[config.mk]
export PLATFORM = sky130hd
export DESIGN_NAME = bitmap_block_allocator
export DESIGN_NICKNAME = d
export VERILOG_FILES = /design/src/bba_pkg.sv /design/src/bba_front.sv /design/src/bba_queue.sv /design/src/bba_back.sv /design/src/bitmap_block_allocator.sv
export VERILOG_INCLUDE_DIRS = /design/src /design/src/src
export SDC_FILE = /design/constraint.sdc
export NUM_CORES = 2
export LEC_CHECK = 0
export BUFFER_PORTS_ARGS = -buffer_cell sky130_fd_sc_hd__buf_2
export CAP_MARGIN = 20
export CORE_MARGIN = 2
export CORE_UTILIZATION = 63
export CTS_CLUSTER_SIZE = 16
export DETAILED_ROUTE_END_ITERATION = 16
export PLACE_DENSITY_LB_ADDON = 0.15
export SYNTH_ARGS = -nofsm -noshare
export SYNTH_HDL_FRONTEND = slang
export SYNTH_SLANG_ARGS = --single-unit
[constraint.sdc]
create_clock -name clk -period 9.3 [get_ports clk]
set_input_delay 0.93 -clock clk [delete_from_list [all_inputs] [get_ports clk]]
set_output_delay 0.93 -clock clk [all_outputs]
set_load 0.03 [all_outputs]
[src/bitmap_block_allocator_defines.svh]
// ----------------------------------------------------------------------------
// Bitmap block allocator assertion macros
// Concurrent check helpers; they compile to nothing in synthesis.
// ----------------------------------------------------------------------------
`ifndef BITMAP_BLOCK_ALLOCATOR_DEFINES_SVH
`define BITMAP_BLOCK_ALLOCATOR_DEFINES_SVH

`ifndef SYNTHESIS
// Same-cycle implication, sampled on clk, off during reset
`define BBA_ASSERT_IMP(lbl, a, b) \
  lbl: assert property (@(posedge clk) disable iff (!rst_n) (a) |-> (b)) \
    else $error("bitmap_block_allocator: check failed");
// Next-cycle implication, sampled on clk, off during reset
`define BBA_ASSERT_NXT(lbl, a, b) \
  lbl: assert property (@(posedge clk) disable iff (!rst_n) (a) |=> (b)) \
    else $error("bitmap_block_allocator: check failed");
`else
`define BBA_ASSERT_IMP(lbl, a, b)
`define BBA_ASSERT_NXT(lbl, a, b)
`endif

`endif

[src/bba_pkg.sv]
// ----------------------------------------------------------------------------
// Bitmap block allocator package
// Field widths, operation and status codes, and the command and result types.
// ----------------------------------------------------------------------------
`timescale 1ns / 1ps
`default_nettype none

package bba_pkg;

  localparam int IDX_W  = 10;
  localparam int CNT_W  = 7;
  localparam int TOT_W  = 11;
  localparam int ST_W   = 2;
  localparam int WORD_W = 32;
  localparam int KIND_W = 2;

  localparam logic [TOT_W-1:0] RESET_TOTAL = 11'd1024;

  // Operation codes
  localparam logic OP_ALLOC = 1'b0;
  localparam logic OP_FREE  = 1'b1;

  // Result status codes
  localparam logic [ST_W-1:0] ST_OK      = 2'd0;
  localparam logic [ST_W-1:0] ST_NOSPACE = 2'd1;
  localparam logic [ST_W-1:0] ST_RANGE   = 2'd2;

  // Command kinds after classification
  localparam logic [KIND_W-1:0] KIND_STATUS = 2'd0;
  localparam logic [KIND_W-1:0] KIND_ALLOC  = 2'd1;
  localparam logic [KIND_W-1:0] KIND_FREE   = 2'd2;

  typedef struct packed {
    logic [KIND_W-1:0] kind;
    logic [ST_W-1:0]   status;
    logic [CNT_W-1:0]  count;
    logic [IDX_W-1:0]  idx;
  } cmd_t;

  typedef struct packed {
    logic [IDX_W-1:0] granted;
    logic [ST_W-1:0]  status;
    logic             last;
  } res_t;

  typedef struct packed {
    logic init_done;
    logic busy;
  } bk_status_t;

endpackage

`default_nettype wire

[src/bba_front.sv]
// ----------------------------------------------------------------------------
// Bitmap block allocator front end
// Accepts input transactions and classifies them into queue commands.
// ----------------------------------------------------------------------------
`timescale 1ns / 1ps
`default_nettype none

module bba_front #(
  parameter int MAX_REQUEST = 64
) (
  input  wire logic                       in_tvalid,
  output logic                            in_tready,
  input  wire logic                       op,
  input  wire logic [bba_pkg::CNT_W-1:0]  count,
  input  wire logic [bba_pkg::IDX_W-1:0]  block_index,
  input  wire logic [bba_pkg::TOT_W-1:0]  lim,
  input  wire bba_pkg::bk_status_t        bk_stat,
  input  wire logic                       q_ready,
  output logic                            q_push,
  output bba_pkg::cmd_t                   q_cmd
);

  localparam logic [bba_pkg::CNT_W-1:0] MAX_REQ = bba_pkg::CNT_W'(MAX_REQUEST);

  // Hold off while the bitmap is being cleared
  assign in_tready = q_ready && bk_stat.init_done;
  assign q_push    = in_tvalid && in_tready;

  // Classify: range and size failures resolve here, the rest go to the back end
  always_comb begin
    q_cmd        = '0;
    q_cmd.count  = count;
    q_cmd.idx    = block_index;
    q_cmd.kind   = bba_pkg::KIND_STATUS;
    q_cmd.status = bba_pkg::ST_OK;
    if (op == bba_pkg::OP_FREE) begin
      if ({1'b0, block_index} >= lim) begin
        q_cmd.status = bba_pkg::ST_RANGE;
      end else begin
        q_cmd.kind = bba_pkg::KIND_FREE;
      end
    end else if (count == '0) begin
      q_cmd.status = bba_pkg::ST_OK;
    end else if (count > MAX_REQ) begin
      q_cmd.status = bba_pkg::ST_NOSPACE;
    end else begin
      q_cmd.kind = bba_pkg::KIND_ALLOC;
    end
  end

endmodule

`default_nettype wire

[src/bba_queue.sv]
// ----------------------------------------------------------------------------
// Bitmap block allocator command queue
// Two-entry FIFO between the front end and the back end.
// ----------------------------------------------------------------------------
`timescale 1ns / 1ps
`default_nettype none

module bba_queue (
  input  wire logic          clk,
  input  wire logic          rst_n,
  input  wire logic          push,
  input  wire bba_pkg::cmd_t push_cmd,
  output logic               push_ready,
  input  wire logic          pop,
  output logic               pop_valid,
  output bba_pkg::cmd_t      pop_cmd
);

  bba_pkg::cmd_t ent_r [2];
  logic       wp_r, wp_nxt;
  logic       rp_r, rp_nxt;
  logic [1:0] cnt_r, cnt_nxt;
  logic       do_push, do_pop;

  assign push_ready = (cnt_r != 2'd2);
  assign pop_valid  = (cnt_r != 2'd0);
  assign pop_cmd    = ent_r[rp_r];
  assign do_push    = push && push_ready;
  assign do_pop     = pop && pop_valid;

  // Advance pointers and occupancy
  always_comb begin
    wp_nxt  = do_push ? ~wp_r : wp_r;
    rp_nxt  = do_pop  ? ~rp_r : rp_r;
    cnt_nxt = cnt_r;
    if (do_push && !do_pop) begin
      cnt_nxt = cnt_r + 2'd1;
    end else if (do_pop && !do_push) begin
      cnt_nxt = cnt_r - 2'd1;
    end
  end

  always_ff @(posedge clk) begin
    if (!rst_n) begin
      wp_r  <= 1'b0;
      rp_r  <= 1'b0;
      cnt_r <= 2'd0;
    end else begin
      wp_r  <= wp_nxt;
      rp_r  <= rp_nxt;
      cnt_r <= cnt_nxt;
    end
  end

  // Store entries
  always_ff @(posedge clk) begin
    if (do_push) begin
      ent_r[wp_r] <= push_cmd;
    end
  end

endmodule

`default_nettype wire

[src/bba_back.sv]
// ----------------------------------------------------------------------------
// Bitmap block allocator back end
// Owns the bitmap memory, the hint and the free count; runs commands.
// ----------------------------------------------------------------------------
`timescale 1ns / 1ps
`default_nettype none

module bba_back #(
  parameter int MAX_BLOCKS = 1024
) (
  input  wire logic                      clk,
  input  wire logic                      rst_n,
  input  wire logic                      cfg_we,
  input  wire logic [bba_pkg::TOT_W-1:0] lim,
  input  wire logic                      q_valid,
  input  wire bba_pkg::cmd_t             q_cmd,
  output logic                           q_pop,
  output bba_pkg::bk_status_t            bk_stat,
  output logic                           out_valid,
  input  wire logic                      out_ready,
  output bba_pkg::res_t                  out_res
);

  localparam int WW  = bba_pkg::WORD_W;
  localparam int NW  = (MAX_BLOCKS + WW - 1) / WW;
  localparam int WAW = (NW > 1) ? $clog2(NW) : 1;
  localparam logic [WAW-1:0] LAST_W = WAW'(NW - 1);

  // Sequencer states
  localparam logic [3:0] S_CLEAR  = 4'd0;
  localparam logic [3:0] S_IDLE   = 4'd1;
  localparam logic [3:0] S_RC_RD  = 4'd2;
  localparam logic [3:0] S_RC_ACC = 4'd3;
  localparam logic [3:0] S_F_RD   = 4'd4;
  localparam logic [3:0] S_F_WR   = 4'd5;
  localparam logic [3:0] S_A_RD   = 4'd6;
  localparam logic [3:0] S_A_LOAD = 4'd7;
  localparam logic [3:0] S_A_EMIT = 4'd8;

  function automatic logic [5:0] popcnt32(input logic [WW-1:0] v);
    logic [5:0] sum;
    logic [3:0] s8;
    sum = '0;
    for (int b = 0; b < 4; b++) begin
      s8 = '0;
      for (int i = 0; i < 8; i++) begin
        s8 = s8 + 4'(v[8*b+i]);
      end
      sum = sum + 6'(s8);
    end
    return sum;
  endfunction

  logic [WW-1:0] mem [NW];
  logic [WW-1:0] rdata_r;
  logic          mem_we;
  logic [WAW-1:0] mem_waddr, mem_raddr;
  logic [WW-1:0] mem_wdata;

  logic [3:0]     state_r, state_nxt;
  logic [WAW-1:0] wcnt_r, wcnt_nxt;
  logic [WAW-1:0] word_r, word_nxt;
  logic [WW-1:0]  wrk_r, wrk_nxt;
  logic [bba_pkg::TOT_W-1:0] free_r, free_nxt;
  logic [bba_pkg::TOT_W-1:0] hint_r, hint_nxt;
  logic [bba_pkg::CNT_W-1:0] need_r, need_nxt;
  logic [bba_pkg::CNT_W-1:0] got_r, got_nxt;
  logic [bba_pkg::IDX_W-1:0] idx_r, idx_nxt;
  logic          out_valid_r, out_valid_nxt;
  bba_pkg::res_t out_res_r, out_res_nxt;

  logic          slot_free;
  logic          emit;
  bba_pkg::res_t emit_res;
  logic [31:0]   hint_word, idx_word, lim_word, blk_w;
  logic [WW-1:0] free_vec, low_bit, rc_mask, idx_bit;
  logic [4:0]    pos;
  logic          any_free, last_grant;

  assign slot_free = !out_valid_r || out_ready;
  assign hint_word = 32'(hint_r) >> 5;
  assign idx_word  = 32'(idx_r) >> 5;
  assign lim_word  = 32'(lim) >> 5;
  assign idx_bit   = WW'(1) << idx_r[4:0];

  // Find the lowest free bit of the working word
  assign free_vec = ~wrk_r;
  assign low_bit  = free_vec & (~free_vec + WW'(1));
  assign any_free = |free_vec;
  always_comb begin
    pos = '0;
    for (int i = 0; i < WW; i++) begin
      if (low_bit[i]) begin
        pos = pos | 5'(i);
      end
    end
  end
  assign blk_w      = (32'(word_r) << 5) | 32'(pos);
  assign last_grant = ((got_r + 7'd1) == need_r);

  // Mask of bits below the effective total for the word being counted
  always_comb begin
    if (32'(wcnt_r) < lim_word) begin
      rc_mask = '1;
    end else if (32'(wcnt_r) == lim_word) begin
      rc_mask = (WW'(1) << lim[4:0]) - WW'(1);
    end else begin
      rc_mask = '0;
    end
  end

  // Command sequencer
  always_comb begin
    state_nxt = state_r;
    wcnt_nxt  = wcnt_r;
    word_nxt  = word_r;
    wrk_nxt   = wrk_r;
    free_nxt  = free_r;
    hint_nxt  = hint_r;
    need_nxt  = need_r;
    got_nxt   = got_r;
    idx_nxt   = idx_r;
    q_pop     = 1'b0;
    emit      = 1'b0;
    emit_res  = '0;
    mem_we    = 1'b0;
    mem_waddr = wcnt_r;
    mem_wdata = '0;
    mem_raddr = wcnt_r;

    case (state_r)
      S_CLEAR: begin
        mem_we   = 1'b1;
        wcnt_nxt = wcnt_r + WAW'(1);
        if (wcnt_r == LAST_W) begin
          wcnt_nxt  = '0;
          free_nxt  = '0;
          hint_nxt  = '0;
          state_nxt = S_RC_RD;
        end
      end
      S_IDLE: begin
        if (q_valid) begin
          case (q_cmd.kind)
            bba_pkg::KIND_STATUS: begin
              if (slot_free) begin
                emit            = 1'b1;
                emit_res.status = q_cmd.status;
                emit_res.last   = 1'b1;
                q_pop           = 1'b1;
              end
            end
            bba_pkg::KIND_ALLOC: begin
              if ({4'b0, q_cmd.count} > free_r) begin
                if (slot_free) begin
                  emit            = 1'b1;
                  emit_res.status = bba_pkg::ST_NOSPACE;
                  emit_res.last   = 1'b1;
                  q_pop           = 1'b1;
                end
              end else begin
                q_pop     = 1'b1;
                need_nxt  = q_cmd.count;
                got_nxt   = '0;
                word_nxt  = hint_word[WAW-1:0];
                state_nxt = S_A_RD;
              end
            end
            bba_pkg::KIND_FREE: begin
              q_pop     = 1'b1;
              idx_nxt   = q_cmd.idx;
              state_nxt = S_F_RD;
            end
            default: begin
              q_pop = 1'b1;
            end
          endcase
        end
      end
      S_RC_RD: begin
        mem_raddr = wcnt_r;
        state_nxt = S_RC_ACC;
      end
      S_RC_ACC: begin
        free_nxt = free_r + bba_pkg::TOT_W'(popcnt32(~rdata_r & rc_mask));
        if (wcnt_r == LAST_W) begin
          state_nxt = S_IDLE;
        end else begin
          wcnt_nxt  = wcnt_r + WAW'(1);
          state_nxt = S_RC_RD;
        end
      end
      S_F_RD: begin
        mem_raddr = idx_word[WAW-1:0];
        state_nxt = S_F_WR;
      end
      S_F_WR: begin
        // Keep reading the same word so the data holds through an output stall
        mem_raddr = idx_word[WAW-1:0];
        if (slot_free) begin
          emit            = 1'b1;
          emit_res.status = bba_pkg::ST_OK;
          emit_res.last   = 1'b1;
          if ((rdata_r & idx_bit) != '0) begin
            mem_we    = 1'b1;
            mem_waddr = idx_word[WAW-1:0];
            mem_wdata = rdata_r & ~idx_bit;
            free_nxt  = free_r + bba_pkg::TOT_W'(1);
            if ({1'b0, idx_r} < hint_r) begin
              hint_nxt = {1'b0, idx_r};
            end
          end
          state_nxt = S_IDLE;
        end
      end
      S_A_RD: begin
        mem_raddr = word_r;
        state_nxt = S_A_LOAD;
      end
      S_A_LOAD: begin
        wrk_nxt   = rdata_r;
        state_nxt = S_A_EMIT;
      end
      S_A_EMIT: begin
        if (!any_free) begin
          // Word exhausted: write it back and move on
          mem_we    = 1'b1;
          mem_waddr = word_r;
          mem_wdata = wrk_r;
          word_nxt  = word_r + WAW'(1);
          state_nxt = S_A_RD;
        end else if (slot_free) begin
          emit             = 1'b1;
          emit_res.granted = blk_w[bba_pkg::IDX_W-1:0];
          emit_res.status  = bba_pkg::ST_OK;
          emit_res.last    = last_grant;
          wrk_nxt          = wrk_r | low_bit;
          got_nxt          = got_r + 7'd1;
          if (last_grant) begin
            mem_we    = 1'b1;
            mem_waddr = word_r;
            mem_wdata = wrk_r | low_bit;
            hint_nxt  = bba_pkg::TOT_W'(blk_w + 32'd1);
            free_nxt  = free_r - {4'b0, need_r};
            state_nxt = S_IDLE;
          end
        end
      end
      default: begin
        state_nxt = S_IDLE;
      end
    endcase

    // Restart the recount on a register write once the bitmap is cleared
    if (cfg_we && (state_r != S_CLEAR)) begin
      wcnt_nxt  = '0;
      free_nxt  = '0;
      hint_nxt  = '0;
      state_nxt = S_RC_RD;
    end
  end

  // Output register
  always_comb begin
    out_valid_nxt = out_valid_r && !out_ready;
    out_res_nxt   = out_res_r;
    if (emit) begin
      out_valid_nxt = 1'b1;
      out_res_nxt   = emit_res;
    end
  end

  always_ff @(posedge clk) begin
    if (!rst_n) begin
      state_r     <= S_CLEAR;
      wcnt_r      <= '0;
      free_r      <= '0;
      hint_r      <= '0;
      out_valid_r <= 1'b0;
    end else begin
      state_r     <= state_nxt;
      wcnt_r      <= wcnt_nxt;
      free_r      <= free_nxt;
      hint_r      <= hint_nxt;
      out_valid_r <= out_valid_nxt;
    end
  end

  always_ff @(posedge clk) begin
    word_r    <= word_nxt;
    wrk_r     <= wrk_nxt;
    need_r    <= need_nxt;
    got_r     <= got_nxt;
    idx_r     <= idx_nxt;
    out_res_r <= out_res_nxt;
  end

  // Bitmap memory, one write and one registered read port
  always_ff @(posedge clk) begin
    if (mem_we) begin
      mem[mem_waddr] <= mem_wdata;
    end
    rdata_r <= mem[mem_raddr];
  end

  assign out_valid         = out_valid_r;
  assign out_res           = out_res_r;
  assign bk_stat.init_done = (state_r != S_CLEAR);
  assign bk_stat.busy      = (state_r != S_IDLE);

endmodule

`default_nettype wire

[src/bitmap_block_allocator.sv]
// ----------------------------------------------------------------------------
// Bitmap block allocator
// First-fit allocator over a used/free bitmap with hint and free count.
// ----------------------------------------------------------------------------
//  channel  | direction | handshake          | payload
//  in_      | slave     | tvalid/tready      | tuser op, tdata count, index
//  out_     | master    | tvalid/tready      | tdata block, status; tlast
//  cfg_     | write     | we                 | wdata total_blocks
//
//  Status-only results are emitted straight from the idle state; a free
//  does a memory read, then a write. An allocate reads, loads and scans
//  each 32-bit bitmap word visited and grants blocks while the output is
//  free. After reset a clearing pass over all bitmap words blocks input,
//  then a recount runs; a total_blocks write also starts the recount.
//  A two-entry queue lets input run ahead of a stall.
// ----------------------------------------------------------------------------
`timescale 1ns / 1ps
`default_nettype none
`include "bitmap_block_allocator_defines.svh"

module bitmap_block_allocator #(
  parameter int MAX_BLOCKS  = 1024,
  parameter int MAX_REQUEST = 64
) (
  input  wire logic        clk,
  input  wire logic        rst_n,
  input  wire logic        in_tvalid,
  output logic             in_tready,
  input  wire logic [23:0] in_tdata,   // count[6:0], block_index[16:7], zero
  input  wire logic        in_tuser,   // op[0]
  output logic             out_tvalid,
  input  wire logic        out_tready,
  output logic [15:0]      out_tdata,  // granted_block[9:0], status[11:10], zero
  output logic             out_tlast,
  input  wire logic        cfg_we,
  input  wire logic [10:0] cfg_wdata
);

  localparam logic [bba_pkg::TOT_W-1:0] CLIP =
    (MAX_BLOCKS > 2047) ? 11'd2047 : bba_pkg::TOT_W'(MAX_BLOCKS);
  localparam logic [bba_pkg::TOT_W-1:0] RESET_LIM =
    (bba_pkg::RESET_TOTAL < CLIP) ? bba_pkg::RESET_TOTAL : CLIP;

  logic [bba_pkg::TOT_W-1:0] lim_r, lim_nxt;
  bba_pkg::bk_status_t bk_stat;
  bba_pkg::cmd_t       push_cmd, pop_cmd;
  bba_pkg::res_t       out_res;
  logic                q_push, q_ready, q_pop, q_valid;

  // Saturate the written total at the bitmap size
  assign lim_nxt = cfg_we ? ((cfg_wdata < CLIP) ? cfg_wdata : CLIP) : lim_r;

  always_ff @(posedge clk) begin
    if (!rst_n) begin
      lim_r <= RESET_LIM;
    end else begin
      lim_r <= lim_nxt;
    end
  end

  bba_front #(
    .MAX_REQUEST (MAX_REQUEST)
  ) u_front (
    .in_tvalid   (in_tvalid),
    .in_tready   (in_tready),
    .op          (in_tuser),
    .count       (in_tdata[6:0]),
    .block_index (in_tdata[16:7]),
    .lim         (lim_r),
    .bk_stat     (bk_stat),
    .q_ready     (q_ready),
    .q_push      (q_push),
    .q_cmd       (push_cmd)
  );

  bba_queue u_queue (
    .clk        (clk),
    .rst_n      (rst_n),
    .push       (q_push),
    .push_cmd   (push_cmd),
    .push_ready (q_ready),
    .pop        (q_pop),
    .pop_valid  (q_valid),
    .pop_cmd    (pop_cmd)
  );

  bba_back #(
    .MAX_BLOCKS (MAX_BLOCKS)
  ) u_back (
    .clk       (clk),
    .rst_n     (rst_n),
    .cfg_we    (cfg_we),
    .lim       (lim_r),
    .q_valid   (q_valid),
    .q_cmd     (pop_cmd),
    .q_pop     (q_pop),
    .bk_stat   (bk_stat),
    .out_valid (out_tvalid),
    .out_ready (out_tready),
    .out_res   (out_res)
  );

  assign out_tdata = {4'b0, out_res.status, out_res.granted};
  assign out_tlast = out_res.last;

  // Checks
  `BBA_ASSERT_IMP(a_no_accept_in_clear, !bk_stat.init_done, !in_tready)
  `BBA_ASSERT_NXT(a_accept_queues, in_tvalid && in_tready, q_valid)
  `BBA_ASSERT_IMP(a_partial_while_busy, out_tvalid && !out_tlast, bk_stat.busy)
  `BBA_ASSERT_IMP(a_pop_only_valid, q_pop, q_valid && bk_stat.init_done)

endmodule

`default_nettype wire

* Word level (Yosys, flattened, before mapping) *
Memory sizes are Yosys's and may differ from the RTL's. A register that Yosys moved wholly into a read port is not among the register bits.
Cells that the tools add are included.

storage, ports and cells
  flip-flop bits (word level) = 121
  memory bits (writable) = 1066
  bits of input ports = 41
  output and inout bits = 19
  logic and storage cells = 438
  memories = 2

memory list
  memory         words  bits a word  read ports  clocked after Yosys merged registers in  write ports  RTL line         source
  u_back.mem     32     32           1           1                                        1            bba_back.sv:54   logic [WW-1:0] mem [NW];
  u_queue.ent_r  2      21           1           1                                        1            bba_queue.sv:19  bba_pkg::cmd_t ent_r [2];

operators by class
  add/subtract/negate cells = 42
  $lt $le $gt $ge = 6
  equal/unequal tests = 38
  shifts and indexed selects = 2
  multiplexer cells = 279
  bitwise operators = 13
  reductions and logical operators = 38

operators by type and width
  operator                                             number
  2-to-1 mux 32 bit                                    22
  2-to-1 mux 11 bit                                    35
  2-to-1 mux 5 bit                                     45
  2-to-1 mux 7 bit                                     23
  AND 32 bit                                           4
  NOT 32 bit                                           4
  case mux 32 bit (2 select lines)                     2
  2-to-1 mux 4 bit                                     31
  adder 4 x 1 -> 4 bit                                 24
  2-to-1 mux 13 bit                                    5
  << shifter 1 x 5 -> 32 bit (first input constant)    2
  2-to-1 mux 3 bit                                     21
  2-to-1 mux 1 bit                                     55
  2-to-1 mux 10 bit                                    5
  case mux 11 bit (4 select lines)                     1
  2-to-1 mux 2 bit                                     20
  case mux 5 bit (2 select lines)                      4
  case mux 4 bit (9 select lines)                      1
  case mux 11 bit (3 select lines)                     1
  adder 32 x 1 -> 32 bit (second input constant)       1
  OR 32 bit                                            1
  nonzero test 32 bit                                  1
  OR reduction 32 bit                                  1
  subtractor 32 x 2 -> 32 bit (second input constant)  1
  other kinds (57)                                     108

* Depth between registers and ports, before layout *
  word-level depth = 47
  depth in mapped cells = 40
  mapped depth without buffers = 38

* Modules after synthesis *
From an unflattened synthesis, not the netlist that was laid out.

unflattened totals
  cell total of the unflattened synthesis = 3281
  area, all modules = 52430.3 um^2

modules (own cells, without submodules)
  module                  instances  cells an instance  area an instance (um^2)  seq. area each (um^2)
  bba_back                1          3078               49769.0                  34252.9
  bba_queue               1          89                 1750.4                   1361.3
  bitmap_block_allocator  1          53                 470.5                    220.2
  bba_front               1          61                 440.4                    0.0

* Worst setup path after synthesis *
OpenSTA, ideal clock, no wires.

  path type = register to register
  start = register lim_r[3] (netlist name)
  end = register u_back.free_r[10] (netlist name)
  setup time = 0.095 ns
  arrival = 8.314 ns
  data required time = 9.205 ns
  slack = 0.891 ns
  stages on the path, launching flop included = 37
  path buffers = 3
  period minus slack after synthesis = 8.409 ns
  cell sequence = dfxtp_1 -> clkbuf_1 -> inv_1 -> nand2_1 -> nor2_1 -> nand3_1 -> ha_1 -> clkbuf_1 -> buf_1 -> nand2_1 -> nand2_1 -> nand2_1 -> nand2_1 -> nand2_1 -> a21o_1 -> fa_1 -> fa_1 -> fa_1 -> fa_1 -> inv_1 -> fa_1 -> inv_1 -> fa_1 -> inv_1 -> ha_1 -> fa_1 -> or4_1 -> nor2_1 -> xor2_1 -> o22ai_1 -> ha_1 -> o21ai_0 -> a21oi_1 -> a31oi_1 -> xor2_1 -> or3_1 -> a221oi_1

on the way
  word-level cells in the longest chain between the ends = 18
  elaborated cells on any way between the ends = 39
  classes of those cells = 33 x add/sub; 1 x shift; 4 x mux; 1 x bitwise

RTL lines
  what                                RTL line                      source
  from (decl)                         bitmap_block_allocator.sv:44  logic [bba_pkg::TOT_W-1:0] lim_r, lim_nxt;
  from (signal assigned)              bitmap_block_allocator.sv:57  lim_r <= lim_nxt;
  << shifter 1 x 5 -> 32 bit *        bba_back.sv:106               rc_mask = (WW'(1) << lim[4:0]) - WW'(1);
  subtractor 32 x 2 -> 32 bit *       bba_back.sv:106
  2-to-1 mux 32 bit *                 bba_back.sv:105               end else if (32'(wcnt_r) == lim_word) begin
  2-to-1 mux 32 bit * (2 in a row)    bba_back.sv:103               if (32'(wcnt_r) < lim_word) begin
  AND 32 bit *                        bba_back.sv:185               free_nxt = free_r + bba_pkg::TOT_W'(popcnt32(~rdata_r & rc_mask));
  adder 1 x 1 -> 2 bit                bba_back.sv:47                s8 = s8 + 4'(v[8*b+i]);
  adder 4 x 1 -> 4 bit (6 in a row)   bba_back.sv:47
  adder 4 x 4 -> 5 bit                bba_back.sv:49                sum = sum + 6'(s8);
  adder 6 x 4 -> 6 bit                bba_back.sv:49
  adder 6 x 4 -> 6 bit *              bba_back.sv:49
  adder 11 x 6 -> 11 bit *            bba_back.sv:185
  case mux 11 bit (4 select lines) *  bba_back.sv:131               case (state_r)
  to (signal assigned)                bba_back.sv:283               free_r <= free_nxt;
  to (decl)                           bba_back.sv:64                logic [bba_pkg::TOT_W-1:0] free_r, free_nxt;

Mark *: on every way between the ends. The rest lies on a longest branch, timed or not. The select of a mux whose other input is x is not followed.
A chain may end at the register's enable or synchronous reset.

* Worst setup path in the final report *
  start = register u_back.wcnt_r[3]
  end = register u_back.free_r[10] (netlist name)

on the way
  word-level cells in the longest chain between the ends = 17
  elaborated cells on any way between the ends = 42
  classes of those cells = 32 x add/sub; 1 x order compare; 3 x eq/ne; 4 x mux; 1 x bitwise; 1 x reduce/logical

RTL lines
  what                                                                                  RTL line         source
  from (decl)                                                                           bba_back.sv:61   logic [WAW-1:0] wcnt_r, wcnt_nxt;
  from (signal assigned)                                                                bba_back.sv:282  wcnt_r <= wcnt_nxt;
  parallel branches: the longest is 17 deep, another holds < comparator 5 x 6 -> 1 bit  --

Several ways; the timed one is not identified. The select of a mux whose other input is x is not followed.

==> flow_metrics.py <==
metrics = {
    "outcome": {
        "status": "completed",
    },
    "clocking": {
        "clockBufferDepth": 3,
        "tritoncts": "yes",
        "clk_pin_slew_ps": 60,
        "root_buffer": "clkbuf_16",
        "numCtsBuffers": 115,
        "cts_hold_buf": 0,
        "clock_sinks": 1220,
        "clk_latency_ps": 710,
        "htree_num_levels": 3,
    },
    "synthesis": {
        "synth_edf_count": 1140,
        "ys_types": 92,
        "syn-cell-area_um2": 52120,
        "syn_area_per_cell_um2": 17.10,
        "synth-async-reset-ratio_pct": 0,
        "synth_area_leader_cell": "edfxtp_1",
        "synth_warnings": 0,
        "syn-instance-count": 3048,
        "synth_seq_cells": 1220,
        "synthTopCellsByCount": "edfxtp_1 (1140), mux4_2 (256), nor2_1 (182), o21ai_0 (130), nand2_1 (128)",
        "yosysTopAreaCellShare_pct": 65.68,
        "synth_most_common_cell": "edfxtp_1",
        "seq_area_frac_synth_pct": 68.76,
        "synth_area_leaders": "edfxtp_1 (66%), mux4_2 (11%), dfxtp_1 (3.1%)",
        "ys.flop_type": "edfxtp_1",
    },
    "timing": {
        "worst_pin_slew_ps": 1074,
        "rsz0062_at_grt": "false",
        "final.min_clock_period_ps": 8808,
        "finalHoldViolCount": 0,
        "finalSetupViolations": 0,
        "fmax_ghz": 0.1135,
        "slew_violations": 0,
        "maxSlewHeadroom_pct": 28.41,
        "clock_skew_ps": 64.91,
        "timing.final.crit_share_pct": 94.71,
        "hold_slack_ps": 484.5,
        "fin_ws_ps": 492.0,
        "setup_tns_ps": 0,
    },
    "critical_path": {
        "timing_worst_setup_path_type": "reg2reg",
        "critPathMostFrequentCell": "fa_1",
        "crit_family": "adder cells",
        "worstPathArrival_ps": 9400,
        "crit_path_max_fanout": 12,
        "worst_path_largest_cell_delay_ps": 600,
        "crit_buf_inv": 4,
        "critPathRequiredTime_ps": 9890,
        "cp_slowest_cell": "or4_1",
        "end_kind": "register",
        "start_kind": "register",
    },
    "pwr": {
        "power_mw": 17.30,
        "p_per_area_nw_per_um2": 294.9,
        "p_leak_nw": 18.24,
        "max-vdd-ir-drop_uv": 1010,
    },
    "global_route": {
        "grt_pass1_vias": 29230,
        "grt_max_degree": 154,
        "grtUsageTotal_pct": 32.36,
        "grt_pass1_wl_mm": 198.5,
        "gr-total-overflow": 0,
        "antenna_found_initial": 0,
    },
    "floorplanning": {
        "initial_core_util_pct": 63.57,
        "die_h_um": 291.6,
        "core-area_um2": 81980,
        "io_pins": 60,
        "die_w_um": 291.6,
        "dieArea_um2": 85040,
        "rows": 105,
    },
    "finish": {
        "multiInputGateArea_um2": 15620,
        "finalInstanceArea_um2": 58650,
        "seqCellArea_um2": 35830,
        "drive_gt1_share_pct": 23.42,
        "fillCellCount": 5057,
        "nets": 3299,
        "final_core_util_pct": 71.54,
        "post_layout_nonfiller_instances": 4337,
        "synthToLayoutAreaGrowth_pct": 12.53,
    },
    "placed_design": {
        "pre_cts_ws_ps": 349.2,
        "dp_hpwl_mm": 78.53,
        "place.gp.congestion": 0.9597,
        "placedCellCount": 4085,
        "portBuffers": 48,
        "dpl_cell_area_um2": 54060,
    },
    "route": {
        "wl_per_cell_um": 31.33,
        "vias": 29310,
        "via_per_inst": 6.758,
        "ant_nets": 0,
        "dr.first_iter.drc_count": 3495,
        "drt_wl_total_mm": 135.9,
        "drcViolationCount": 0,
        "dr.pass1.iters": 6,
    },
    "job": {
        "drv_cap": 0,
    },
    "worst_hold_path": {
        "hold_path.class": "in2reg",
    },
}
cell usage in the layout, fill, tap and decap left out, types with 21 or more instances in the layout:
cell | Yosys | final
edfxtp_1 | 1140 | 1140
mux4_2 | 256 | 256
nor2_1 | 182 | 164
nand2_1 | 128 | 128
o21ai_0 | 130 | 126
mux2i_1 | 117 | 117
clkbuf_16 | 0 | 117
inv_1 | 96 | 96
dfxtp_1 | 80 | 80
buf_4 | 29 | 75
ha_1 | 72 | 71
a21oi_1 | 64 | 61
mux2_2 | 51 | 51
buf_2 | 30 | 48
a211oi_1 | 40 | 40
a221oi_1 | 37 | 37
nand3_1 | 34 | 34
a21o_1 | 30 | 30
o22ai_2 | 0 | 28
nor3_1 | 43 | 27
buf_8 | 0 | 26
xnor2_1 | 23 | 23
fa_1 | 23 | 23
a22oi_1 | 21 | 21
xor2_1 | 21 | 21
sequential cells by signal (all words and copies together) (netlist names), 2 cells and up, named ones only:
signal and count:
u_back.hint_r 11, u_back.wrk_r 32, u_back.idx_r 10, u_back.free_r 11, u_back.got_r 7, u_back.need_r 7, lim_r 11, u_back.rdata_r 32
u_back.out_res 13, u_back.wcnt_r 5, u_back.word_r 5, u_queue.cnt_r 2, u_back.state_r 4, u_queue.ent_r 42, u_back.mem 1024
layer usage:
layer	share of wire, %	track usage, %	vias up
met3	8.2	4.871	272
met4	3.5	10.57	0
met2	49	52.30	1446
li1	-	-	12430
met5	0	0	-
met1	40	46.13	15170
final timing paths:
check / startpoint / to / slack, ps / cells past startpoint
max: u_back.wcnt_r[3] / u_back.free_r[10] / 490 / 29
min: in_tdata[0] / u_queue.ent_r[0][10] / 480 / 1
max reg2reg: u_back.wcnt_r[3] / u_back.free_r[10] / 490 / 29
min reg2reg: u_back.hint_r[4] / u_back.hint_r[4] / 500 / 2
power by group:
group | internal (mW) | switching, mW
Sequential | 6.02 | 0.0970
Combinational | 2.78 | 3.44
Clock | 2.93 | 2.04
Total | 11.7 | 5.58
cell families after synthesis:
logic type,Yosys count,synth area share (%)
adders and majority gates,95,2.612
buffers and inverters,263,2.204
AOI/OAI and AO/OA,476,6.115
DFF,1220,68.76
other,1,0.007195
muxes,426,14.45
and+or+nand+nor,519,4.936
xor gates and xnor gates,48,0.9147
final cells by class:
cell class                 instances  share of cell area (%)
sequential                      1220                   61.10
multi-input combinational       1568                   26.64
clock buffer                     150                   5.425
timing repair buffer             159                   2.355
tap                             1070                   2.283
clock inverter                    70                   1.560
inverter                          99                  0.6336
antenna                            1                0.004267
timing repair:
action | CTS | global route
resized for setup | 0 | 4
setup endpoints to repair | 0 | 1
buffers inserted | 0 | 0
hold endpoints to repair | 0 | 0
No activity file was read; power rests on OpenSTA's default activity.
